===== src/design/csd_pkg.sv =====
// ----------------------------------------------------------------------------
// csd_pkg
// Shared types, constants and helpers for the cubic-spline second
// derivative solver: beat types, store entry types, sequencer states,
// register addresses and Q16.16 arithmetic helpers.
// ----------------------------------------------------------------------------
package csd_pkg;

   localparam int MAX_POINTS_DEF = 64;
   localparam int DATA_W         = 32;
   localparam int PIDX_W         = 6;
   localparam int FRAC_W         = 16;
   localparam int NUM_W          = 56;
   localparam int DEN_W          = 36;
   localparam int CSR_AW         = 4;

   localparam logic signed [DATA_W-1:0] ONE_Q      = 32'sh0001_0000;
   localparam logic signed [DATA_W-1:0] TWO_Q      = 32'sh0002_0000;
   localparam logic signed [DATA_W-1:0] HALF_Q     = 32'sh0000_8000;
   localparam logic signed [DATA_W-1:0] NEG_HALF_Q = 32'shFFFF_8000;

   localparam logic [CSR_AW-1:0] CSR_NATURAL = 4'h0;
   localparam logic [CSR_AW-1:0] CSR_START   = 4'h4;
   localparam logic [CSR_AW-1:0] CSR_END     = 4'h8;

   typedef struct packed {
      logic signed [DATA_W-1:0] x_value;
      logic signed [DATA_W-1:0] y_value;
      logic                     last_point;
   } req_type;

   typedef struct packed {
      logic signed [DATA_W-1:0] second_deriv;
      logic [PIDX_W-1:0]        point_index;
      logic                     last_result;
      logic                     error_flag;
   } rsp_type;

   typedef struct packed {
      logic signed [DATA_W-1:0] x;
      logic signed [DATA_W-1:0] y;
   } pt_type;

   typedef struct packed {
      logic signed [DATA_W-1:0] d;
      logic signed [DATA_W-1:0] r;
   } co_type;

   typedef enum logic [4:0] {
      ST_LOAD, ST_FETCH0, ST_CAP0, ST_FETCH, ST_CAP, ST_SLOPE, ST_FIRST, ST_WR,
      ST_SIG, ST_MULP, ST_P, ST_D, ST_T, ST_MULR, ST_R,
      ST_LAST, ST_MULQ1, ST_QP, ST_MULQ2, ST_DN, ST_WRN,
      ST_BFETCH, ST_BMUL, ST_BSUM, ST_OFETCH, ST_OCAP, ST_OHOLD
   } state_type;

   function automatic logic signed [DATA_W-1:0] sat32(input logic signed [63:0] v);
      logic signed [DATA_W-1:0] res;
      if (v > 64'sh0000_0000_7FFF_FFFF) begin
         res = 32'sh7FFF_FFFF;
      end else if (v < -64'sh0000_0000_8000_0000) begin
         res = 32'sh8000_0000;
      end else begin
         res = v[DATA_W-1:0];
      end
      return res;
   endfunction

   // Q16.16 product scaling, truncating toward zero
   function automatic logic signed [47:0] qmul(input logic signed [63:0] prod);
      logic signed [63:0] adj;
      adj = prod + (prod[63] ? 64'sd65535 : 64'sd0);
      return adj[63:16];
   endfunction

endpackage


===== src/design/csd_div.sv =====
// ----------------------------------------------------------------------------
// csd_div
// Shared signed divider: restoring, one quotient bit per cycle, truncating
// toward zero, zero divisor taken as one, quotient saturated to 32 bits.
// ----------------------------------------------------------------------------
module csd_div (
   input  logic                              clock,
   input  logic                              reset,
   input  logic                              start,
   input  logic signed [csd_pkg::NUM_W-1:0]  num,
   input  logic signed [csd_pkg::DEN_W-1:0]  den,
   output logic                              done,
   output logic signed [csd_pkg::DATA_W-1:0] quot
);
   import csd_pkg::*;

   localparam int STEP_W = $clog2(NUM_W + 1);

   logic                     busy_ff, busy_in;
   logic                     done_ff, done_in;
   logic [STEP_W-1:0]        cnt_ff, cnt_in;
   logic                     neg_ff, neg_in;
   logic [DEN_W-1:0]         rem_ff, rem_in;
   logic [NUM_W-1:0]         quo_ff, quo_in;
   logic [DEN_W-1:0]         dmag_ff, dmag_in;
   logic signed [DATA_W-1:0] quot_ff, quot_in;

   logic [NUM_W-1:0] num_mag;
   logic [DEN_W-1:0] den_mag;
   logic [DEN_W:0]   rem_sh, rem_dif;
   logic             ge;

   assign num_mag = num[NUM_W-1] ? NUM_W'(-num) : NUM_W'(num);
   assign den_mag = (den == '0) ? DEN_W'(1) : (den[DEN_W-1] ? DEN_W'(-den) : DEN_W'(den));
   assign rem_sh  = {rem_ff, quo_ff[NUM_W-1]};
   assign rem_dif = rem_sh - {1'b0, dmag_ff};
   assign ge      = (rem_sh >= {1'b0, dmag_ff});

   always_comb begin
      busy_in = busy_ff;
      done_in = 1'b0;
      cnt_in  = cnt_ff;
      neg_in  = neg_ff;
      rem_in  = rem_ff;
      quo_in  = quo_ff;
      dmag_in = dmag_ff;
      quot_in = quot_ff;
      if (start) begin
         busy_in = 1'b1;
         cnt_in  = STEP_W'(NUM_W);
         neg_in  = num[NUM_W-1] ^ den[DEN_W-1];
         rem_in  = '0;
         quo_in  = num_mag;
         dmag_in = den_mag;
      end else if (busy_ff) begin
         if (cnt_ff != '0) begin
            rem_in = ge ? rem_dif[DEN_W-1:0] : rem_sh[DEN_W-1:0];
            quo_in = {quo_ff[NUM_W-2:0], ge};
            cnt_in = cnt_ff - STEP_W'(1);
         end else begin
            busy_in = 1'b0;
            done_in = 1'b1;
            if (neg_ff) begin
               quot_in = (quo_ff > NUM_W'(33'h0_8000_0000)) ? 32'sh8000_0000
                                                             : -quo_ff[DATA_W-1:0];
            end else begin
               quot_in = (quo_ff > NUM_W'(33'h0_7FFF_FFFF)) ? 32'sh7FFF_FFFF
                                                             : quo_ff[DATA_W-1:0];
            end
         end
      end
   end

   always_ff @(posedge clock) begin
      if (reset) begin
         busy_ff <= 1'b0;
         done_ff <= 1'b0;
      end else begin
         busy_ff <= busy_in;
         done_ff <= done_in;
      end
   end

   always_ff @(posedge clock) begin
      cnt_ff  <= cnt_in;
      neg_ff  <= neg_in;
      rem_ff  <= rem_in;
      quo_ff  <= quo_in;
      dmag_ff <= dmag_in;
      quot_ff <= quot_in;
   end

   assign done = done_ff;
   assign quot = quot_ff;

endmodule


===== config.mk =====
export PLATFORM = sky130hd
export DESIGN_NAME = csd_div
export DESIGN_NICKNAME = d
export VERILOG_FILES = /design/src/design/csd_pkg.sv /design/src/design/csd_div.sv
export SDC_FILE = /design/constraint.sdc
export NUM_CORES = 1
export LEC_CHECK = 0
export BUFFER_PORTS_ARGS = -buffer_cell sky130_fd_sc_hd__buf_2
export CAP_MARGIN = 40
export CORE_ASPECT_RATIO = 0.75
export CORE_MARGIN = 2
export CORE_UTILIZATION = 60
export DETAILED_ROUTE_END_ITERATION = 16
export PLACE_DENSITY = 0.8
export REMOVE_ABC_BUFFERS = 1
export SYNTH_ARGS = -nofsm -noshare
export SYNTH_HDL_FRONTEND = slang
export SYNTH_SLANG_ARGS = --single-unit

===== constraint.sdc =====
create_clock -name clock -period 4.8 [get_ports clock]
set_clock_uncertainty 0.2 [all_clocks]
set_input_delay 0.72 -clock clock [delete_from_list [all_inputs] [get_ports clock]]
set_output_delay 0.72 -clock clock [all_outputs]
set_load 0.02 [all_outputs]

* After elaboration in Yosys (flattened, before gate mapping)
Index checks and enable logic that the tools add are counted.
** Storage, ports and cells
- Flip-flop bits (word level) :: 169
- Logic and storage cells :: 44
** Operators by class
- Add/subtract/negate cells :: 5
- Order comparisons :: 3
- Multiplexer cells :: 13
- Bitwise operators :: 5
- Reduce and logical (&&, ||, !) cells :: 9
** Operators by type and width (count)
- 56-bit two-way mux :: 4
- 32-bit two-way mux :: 3
- 56-bit by 31-bit greater-than comparator with 1-bit output (second input constant) :: 1
- 56-bit by 32-bit greater-than comparator with 1-bit output (second input constant) :: 1
- 56-bit negator :: 1
- 37-bit by 36-bit >= comparator with 1-bit output :: 1
- 36-bit logical NOT :: 1
- 36-bit two-way mux :: 1
- 36-bit negator :: 1
- 36-bit subtractor :: 1
- 35-bit two-way mux :: 1
- 32-bit negator :: 1
- 6-bit nonzero test :: 1
- 6-bit by 1-bit subtractor with 6-bit output (second input constant) :: 1
- 1-bit two-way mux :: 4
- 1-bit inverter :: 4
- 2-bit AND reduction :: 2
- 2-bit nonzero test :: 2
- 3-bit AND reduction :: 1
- 3-bit OR reduction :: 1
- 2-bit OR reduction :: 1
- 1-bit bitwise XOR :: 1

* Logic depth before layout (Yosys ltp)
Gate-level depths: netlist (run 1).
- Depth after elaboration :: 4
- Depth in mapped cells :: 14
- Depth with buffers taken out :: 12

* Worst setup path before layout (run 1)
Ideal clock, no wire load.
- Path type :: input-to-reg
- Start point :: input num[4] (netlist name)
- End point :: register quo_ff[44] (data pin)
- Data arrival time :: 3046 ps
- Setup slack :: 1284 ps
- Stages on the path :: 10
- Cell sequence :: or4_4 > nor4_4 > nand3b_1 > or4_1 > buf_2 > nor3_4 > nand4_4 > o31ai_2 > xor2_1 > a21oi_1
** Between the ends
- Word-level cells in the longest chain between the ends :: 3
** Ends and longest elaborated chain
- start, declared :: RTL line csd_div.sv:10 : input logic signed [csd_pkg::NUM_W-1:0] num,
- 56-bit negator :: RTL line csd_div.sv:33 : assign num_mag = num[NUM_W-1] ? NUM_W'(-num) : NUM_W'(num);
- 56-bit two-way mux :: RTL line csd_div.sv:33
- 56-bit two-way mux :: RTL line csd_div.sv:48 : if (start) begin
- via quo_in[44] :: RTL line csd_div.sv:24 : logic [NUM_W-1:0] quo_ff, quo_in;
- end signal, assigned :: RTL line csd_div.sv:88 : quo_ff <= quo_in;
- end, declared :: RTL line csd_div.sv:24
The timed path passes the listed nets, and every way through them passes these cells.
A chain may end at the register's enable or synchronous reset.

* Worst setup path after layout (run 1)
- Start point :: register dmag_ff[6]
- End point :: register rem_ff[20]
** Between the ends
- Word-level cells in the longest chain between the ends :: 2
- Elaborated cells between the ends (all ways) :: 3
- Those cells by class :: 1 x add/sub; 1 x order compare; 1 x mux
** Ends and longest elaborated chain
- start, declared :: RTL line csd_div.sv:25 : logic [DEN_W-1:0] dmag_ff, dmag_in;
- start signal, assigned :: RTL line csd_div.sv:89 : dmag_ff <= dmag_in;
- 36-bit subtractor / 37-bit by 36-bit >= comparator with 1-bit output (equally long branches) :: RTL line csd_div.sv:36, csd_div.sv:37
- 36-bit two-way mux (*) :: RTL line csd_div.sv:57 : rem_in = ge ? rem_dif[DEN_W-1:0] : rem_sh[DEN_W-1:0];
- end signal, assigned :: RTL line csd_div.sv:87 : rem_ff <= rem_in;
- end, declared :: RTL line csd_div.sv:23 : logic [DEN_W-1:0] rem_ff, rem_in;
Every way passes the cells marked *; elsewhere a longest branch is shown, timed or not.

==> impl_metrics.ini, run 1 <==
[drt]
first_pass_iters = 5
num_vias = 9780
drc = 0
drt_iter0_markers = 994
final_antenna_net_count = 0
wire_per_inst_um = 17.7
avgViaCountPerCell = 6.20
routed_wl_um = 28000

[clocking]
cts_resized = 0
cts_tree = yes
root_buffer = clkbuf_16
cts_max_level = 4
cts_buffers = 17
hold_buffers = 0
postCtsSetupRepairBufs = 0
clk_latency_ps = 440
clkTransAtPathRegs_ps = 70
cts_sinks = 169
clk_path_buf_depth = 2

[yosys]
synth_area_um2 = 11200
synthCells = 1214
yosysTopAreaCellShare_pct = 33.4
yosysTopAreaCell = edfxtp_1
async_reset_ff_share_pct = 0
synth_ff_type = edfxtp_1
synth-edff-count = 125
synthDistinctLibCells = 74
yosysSeqAreaShare_pct = 41.3
avgSynthCellArea_um2 = 9.24
yosys_warnings = 0
ys_ff_latch = 169
synth_area_leaders = edfxtp_1 (33%), dfxtp_1 (7.8%), xor2_1 (5.2%)

[floorplanning]
die-area_um2 = 19800
coreArea_um2 = 18400
die_h_um = 122
die_width_um = 162
io_pins = 128
start_util_pct = 61.0
rows = 43

[min_path]
hp-class = flop to flop
holdPathEnd = rem_ff[11]
hold_depth = 2
hp-start = rem_ff[11]

[setup_path]
crit_fanout = 16
r2r_end = rem_ff[20]
critPathLaunchType = flop
path_cells = inv_1, ha_1, and4_1, nand3_1, a21oi_1, o311ai_1, a2111o_1, a21oi_1, a31o_2, buf_4, mux2i_1, o21ai_0
r2r_slack_ps = 740
cp-end-kind = flop
crit_arrival_ps = 4160
critPathBufInv = 2
max_stage_delay_ps = 620
cp.required_ps = 4900
r2r-start = dmag_ff[6]
critPathTopFamily = compound AO/OA/AOI/OAI gates
critPathMostFrequentCell = a21oi_1
reg2regPathDepth = 12
crit_slowest_cell = a31o_2
worst-setup-path-type = flop to flop

[final_layout]
fin_cells = 1578
nets = 1453
drive_gt1_share_pct = 15.2
syn_to_final_growth_pct = 12.8
finish.utilization_pct = 68.8

[timing]
slew_violations = 0
max_freq_mhz = 246
finalSetupViolations = 0
setup_tns_ps = 0
hold_viol = 0
setup_slack_ps = 735
worst_slew_pin_slew_ps = 887
fin_crit_ps = 4060
slew_headroom_pct = 40.9
min_period_over_period_pct = 84.7
rsz0062_at_grt = false

[grt]
grt_pass1_wl_um = 45400
use_met1_pct = 42.5
top_usage_layer = met2
grt_pass1_vias = 9069
grt_overflow = 0
grt_usage_pct = 28.6
grt_antenna_before_repair = 2
gr-usage-met3_pct = 5.44
met2_usage_pct = 43.3
grt_max_degree = 77

[placed_design]
gp_congestion = 0.974
dp_worst_setup_slack_ps = 739
place_hpwl_um = 20300
io_buffers = 127
dp_cells = 1544

[power_and_ir_drop]
leakagePower_nw = 4.96
p_per_area_nw_per_um2 = 295
fin_total_pwr_w = 0.00374
ir_drop_mv = 0.237

[run]
cap_violations = 0

[run_status]
status = completed
## power by group
part	internal, W	leakage [nW]	switching, W
logic	0.000224	3.13	0.000336
clock network	0.000775	0.281	0.000621
registers	0.00169	1.55	0.0000875
## area by class of cell
type	count	area [um^2]
Inverter	68	255
Fill cell	1508	5740
Timing Repair Buffer	139	768
Tap cell	247	309
Clock inverter	15	169
Sequential cell	169	4630
Antenna cell	2	5.00
Clock buffer	17	425
Multi-Input combinational cell	921	6100
## synthesized netlist by cell type, drive strengths merged (26+ instances only)
master and count:
clkbuf 47, nor2 96, or3 28, a21oi 95, edfxtp 125, xnor2 55, o31ai 38, nor3 31
xor2 67, inv 68, dfxtp 44, nand2 110, o21ai 107, ha 41, mux2i 26
## stage by stage
| stage | hold slack, ps | cell area, um^2 |
|---|---|---|
| 6_report | 268 | 12700 |
| 5_1_grt | 278 | 12700 |
| 4_1_cts | 272 | 12700 |
| 3_5_place_dp | 265 | 12100 |
| 3_3_place_gp | 256 | 12000 |
| 2_1_floorplan | 245 | 11000 |
## registers in the layout (all words and copies together) (netlist names)
register  cells
dmag_ff      36
quot         32
neg_ff        1
rem_ff       36
quo_ff       56
cnt_ff        6
done          1
busy_ff       1
## routing by layer
metal / part of all wire, % / vias to the layer above
li1: - / 4702
met1: 47 / 4663
met2: 43 / 378
met3: 8.2 / 37
met4: 1.7 / 0
met5: 0 / -
## cells by family (layout without fill, tap and decap cells)
logic type	count (synthesis)	count (layout)	synth area share [%]
DFF	169	169	41.3
AOI/OAI and AO/OA	348	348	20.0
muxes	26	26	2.32
and+or+nand+nor	383	383	17.7
buffers and inverters	124	239	4.42
adders and majority gates	42	42	4.75
xor gates and xnor gates	122	122	9.52
other	0	2	0
## worst reg2reg max path: stages, from the launching register on
cell and delay (ps):
edfxtp_1 330, inv_1 40, ha_1 380, and4_1 240, nand3_1 160, a21oi_1 190
o311ai_1 260, a2111o_1 520, a21oi_1 390, a31o_2 620, buf_4 300, mux2i_1 190
o21ai_0 90
## worst max-delay path by stage
| stage | from | endpoint | cells after the start |
|---|---|---|---|
| floorplan | cnt_ff[2] | quo_ff[0] | 5 |
| global placement | num[4] | quo_ff[44] | 10 |
| detailed placement | num[4] | quo_ff[38] | 10 |
| CTS | dmag_ff[6] | rem_ff[25] | 12 |
| global route | quo_ff[1] | quot[26] | 11 |
| finish | dmag_ff[6] | rem_ff[20] | 12 |
## placed cells by master (no fill, tap or decap), drive strengths merged, types with 4 or more instances in the layout
master  count
nor2b       5
ha         41
or2         5
inv        71
nand3b      4
a31oi       9
or4        17
mux2i      26
clkinv      7
o311ai     25
a32oi      10
nand3      25
o21ai     107
a211o       4
or3        28
and3       11
nor3       31
nand2b     11
o21bai      6
dfxtp      44
nor4       17
nand4       8
clkbuf     17
a21o       12
o31ai      38
a21oi      95
nand2     110
and2        7
edfxtp    125
xnor2      55
xor2       67
buf       139
o21a        5
nor2       96
o41ai      13
(Power assumes the default switching activity.)
==> run 2: changes to the inputs <==
clock period = 4.23 ns   (was 4.8 ns; I/O delays follow)
==> impl_metrics.ini, run 2 (synthesis results as in run 1) <==
[floorplanning]
rows = 43
die_width_um = 162
coreArea_um2 = 18400
start_util_pct = 61.0
die_h_um = 122
die-area_um2 = 19800
io_pins = 128

[power_and_ir_drop]
ir_drop_mv = 0.230
leakagePower_nw = 4.98
p_per_area_nw_per_um2 = 334

[final_layout]
nets = 1460
nFillCells = 1468
syn_to_final_growth_pct = 13.2
layout_commonest_cell = buf_2
final_cell_mix = buf_2 (126), edfxtp_1 (125), nand2_1 (109)
multi_input_area_um2 = 6100
finish.utilization_pct = 69.1
top_regs = quo_ff: 56 flops, dmag_ff: 36 flops, rem_ff: 36 flops
drive_gt1_share_pct = 15.6
largest_register_ffs = 56
register_area_um2 = 4630
largest_register = quo_ff

[clocking]
clk_path_buf_depth = 2
cts_sinks = 169
cts_max_level = 4
postCtsSetupRepairBufs = 0
clkTransAtPathRegs_ps = 70
cts_resized = 0
hold_buffers = 0
cts_buffers = 17
root_buffer = clkbuf_16
clk_latency_ps = 430
cts_tree = yes

[setup_path]
crit_fanout = 24
crit_arrival_ps = 3840
cp-end-kind = flop
critPathLaunchType = flop
r2r_slack_ps = 430
worst-setup-path-type = flop to flop
cp.required_ps = 4270

[placed_design]
place_hpwl_um = 20400
io_buffers = 127
gp_congestion = 0.922

[drt]
drt_iter0_markers = 1109
routed_wl_um = 28600
wire_per_inst_um = 18.1
first_pass_iters = 6
final_antenna_net_count = 0
drc = 0
num_vias = 9849
avgViaCountPerCell = 6.22

[timing]
min_period_over_period_pct = 89.9
rsz0062_at_grt = false
slew_headroom_pct = 36.6
max_freq_mhz = 263
hold_viol = 0
worst_slew_pin_slew_ps = 949
slew_violations = 0
finalSetupViolations = 0
setup_tns_ps = 0
fin_crit_ps = 3800

[grt]
grt_usage_pct = 29.0
grt_overflow = 0
grt_max_degree = 133
grt_antenna_before_repair = 0
grt_pass1_vias = 8942
grt_pass1_wl_um = 45700

[min_path]
hp-class = input pin to flop

[run]
cap_violations = 0

[run_status]
status = completed
[run 2: changes by cell type in the layout (fill, tap and decap cells not counted)]
cell / previous run / this run
diode_2: 2 / 1
buf_4: 10 / 17
inv_6: 3 / 5
buf_12: 1 / 3
buf_8: 1 / 0
buf_16: 1 / 0
clkinv_2: 1 / 0
clkinvlp_4: 3 / 4
clkinv_4: 4 / 1
clkinv_1: 1 / 2
[run 2: worst max-delay path, cell delays in order (launching register included)]
cell	delay, ps
edfxtp_1	430
inv_1	100
ha_1	170
or3b_1	390
or3_4	390
nor4_4	350
nand4_2	260
o41ai_4	280
and2_1	360
nand2_4	250
o311ai_1	410
[run 2: per-layer routing]
| metal | global-route usage (%) | wire length [um] | vias to the layer above |
|---|---|---|---|
| met3 | 4.29 | 2600 | 30 |
| met5 | 0 | 0 | - |
| met1 | 43.5 | 13100 | 4628 |
| li1 | - | - | 4719 |
| met4 | 6.69 | 304 | 0 |
| met2 | 44.5 | 12600 | 472 |
[run 2: worst paths after layout]
| check | from | to | depth (start not counted) |
|---|---|---|---|
| worst max register to register | quo_ff[1] | quot[26] | 10 |
| worst min-delay path | reset | busy_ff | 2 |
| worst max-delay path | quo_ff[1] | quot[26] | 10 |
| worst min register to register | rem_ff[9] | rem_ff[9] | 2 |
[run 2: metrics by stage]
step	cell area [um^2]	cells	setup WS, ps	total power (W)	hold WS, ps
final	12700	1584	428	0.00424	203
after global routing	12700	1583	226	0.00440	205
after CTS	12700	1583	461	0.00423	193
after detailed placement	12100	1551	361	0.00267	265
after global placement	12100	1550	436	0.00265	256
after floorplan	11000	1158	86.7	0.00242	245
[run 2: report_power, final]
group,switching [W],internal (W)
combinational,0.000386,0.000253
clock,0.000700,0.000880
sequential,0.000100,0.00192
[run 2: cell type report]
cell class / instances / share of cell area, %
Multi-Input combinational cell: 921 / 48.0
Inverter: 68 / 2.01
Clock inverter: 15 / 1.31
Sequential cell: 169 / 36.5
Tap cell: 247 / 2.43
Antenna cell: 1 / 0.0197
Timing Repair Buffer: 146 / 6.44
Clock buffer: 17 / 3.35
==> run 3: changes to the inputs <==
CORE_UTILIZATION = 45   (was 60)
GPL_TIMING_DRIVEN = 0   (was unset)
PLACE_DENSITY = 0.62   (was 0.8)
==> impl_metrics.ini, run 3 (synthesis results as in run 1) <==
[run_status]
status = completed

[setup_path]
crit_fanout = 24
crit_slowest_cell = edfxtp_1
worst-setup-path-type = flop to flop
crit_start = quo_ff[1]
cp.required_ps = 4270
critPathLaunchType = flop
max_stage_delay_ps = 460
cp-end-kind = flop
r2r-start = quo_ff[1]
crit_arrival_ps = 4080
path_cells = inv_1, ha_1, or3b_1, or3_4, nor4_4, nand4_2, o41ai_4, and2_4, nand2_4, o311ai_1

[floorplanning]
start_util_pct = 45.4
coreArea_um2 = 24700
die_h_um = 141
rows = 50
die_width_um = 186
io_pins = 128
die-area_um2 = 26200

[power_and_ir_drop]
p_sw_share_pct = 28.1
p_per_area_nw_per_um2 = 328
ir_drop_mv = 0.301
switchingPower_w = 0.00119
share_comb_of_total_power_pct = 15.2
internal_power_w = 0.00303
pwr-share-clk_pct = 36.9
leakagePower_nw = 4.99
seq_power_share_pct = 47.9

[final_layout]
largest_register = quo_ff
stdcell_area_um2 = 12900
top_regs = quo_ff: 56 flops, dmag_ff: 36 flops, rem_ff: 36 flops
layout_commonest_cell = buf_2
nets = 1451
drive_gt1_share_pct = 15.8
nFillCells = 2328
fin_cells = 1666
largest_register_ffs = 56
syn_to_final_growth_pct = 14.7
final_cell_mix = buf_2 (126), edfxtp_1 (125), nand2_1 (108)

[drt]
wire_per_inst_um = 16.9
drc = 0
routed_wl_um = 28100
avgViaCountPerCell = 5.67
num_vias = 9438
final_antenna_net_count = 0
drt_iter0_markers = 648
first_pass_iters = 5

[placed_design]
gp_congestion = 0.891
placement.cell_area_um2 = 12200
place_hpwl_um = 20500
dp_cells = 1632
io_buffers = 127

[grt]
grt_antenna_before_repair = 2
grt_overflow = 0
grt_max_degree = 90
grt_pass1_wl_um = 46200
grt_pass1_vias = 8688
grt_usage_pct = 21.8

[clocking]
cts_tree = yes
cts_buffers = 17
clkTransAtPathRegs_ps = 70
cts_max_level = 4
clk_path_buf_depth = 2
clk_latency_ps = 440
cts_sinks = 169
hold_buffers = 0
root_buffer = clkbuf_16

[timing]
finalSetupViolations = 0
hold_viol = 0
max_freq_mhz = 247
worst_slew_pin_slew_ps = 904
slew_violations = 0
min_period_over_period_pct = 95.6
rsz0062_at_grt = false
fin_crit_ps = 4040
slew_headroom_pct = 38.8

[run]
cap_violations = 0

[min_path]
hp-start = reset
hp-class = input pin to flop
## run 3: cell count changes in the layout (fill, tap and decap cells not counted), sizes merged
| cell | previous run | this run |
|---|---|---|
| bufinv | 2 | 0 |
| buf | 146 | 137 |
| clkbuf | 17 | 22 |
| clkinvlp | 4 | 0 |
| clkinv | 4 | 2 |
| inv | 73 | 76 |
## run 3: metrics by stage
step | setup TNS (ps) | worst slack, ps | util, % | total power, W | hold slack [ps]
2_1_floorplan | 0 | 86.7 | - | 0.00242 | 245
3_3_place_gp | -258680 | -3340 | 48.7 | 0.00266 | 257
3_5_place_dp | -3250 | -247 | 49.5 | 0.00268 | 263
4_1_cts | 0 | 34.1 | 51.9 | 0.00424 | 168
5_1_grt | 0 | 92.3 | 52.1 | 0.00441 | 167
6_report | 0 | 185 | 52.1 | 0.00421 | 182
## run 3: metal layers
layer | track usage, % | share of wire (%) | vias to the layer above
li1 | - | - | 4679
met1 | 34.0 | 52 | 4492
met2 | 30.4 | 41 | 238
met3 | 4.43 | 5.3 | 29
met4 | 5.22 | 1.3 | 0
met5 | 0 | 0 | -
## run 3: area by class of cell
type / count / area, um^2 / area share, %
multi-input cells: 921 / 6160 / 47.9
flip-flops and latches: 169 / 4630 / 36.0
repair buffers: 137 / 818 / 6.36
clock buffers: 22 / 495 / 3.85
well taps: 338 / 423 / 3.29
inverters: 68 / 255 / 1.98
clock inverters: 10 / 76.3 / 0.593
diodes: 1 / 2.50 / 0.0194
## run 3: worst max-delay path, delay by kind of cell (launching register included)
family / cells / cell delay (ps)
AND/OR/NAND/NOR: 6 / 1940
AO/OA/AOI/OAI: 2 / 850
flip-flops: 1 / 460
adder cells (fa/ha/maj): 1 / 260
buffers and inverters: 1 / 110
## run 3: final timing paths
check | endpoint | slack, ps | cells after the start
setup / recovery | quot[23] | 190 | 10
hold / removal | busy_ff | 180 | 2
setup reg to reg | quot[23] | 190 | 10
hold reg to reg | rem_ff[12] | 270 | 2
## run 3: power by group through the flow
stage	Sequential, W	Clock [W]	Combinational (W)
floorplan	0.00202	0	0.000400
global placement	0.00205	0	0.000604
detailed placement	0.00205	0	0.000631
CTS	0.00202	0.00159	0.000636
global route	0.00203	0.00165	0.000724
finish	0.00202	0.00155	0.000642
## run 3: timing repair
action	4_1_cts	5_1_grt
setup endpoints to repair	26	27
buffers inserted	1	0
pin swaps	1	2
gates resized for setup	3	6
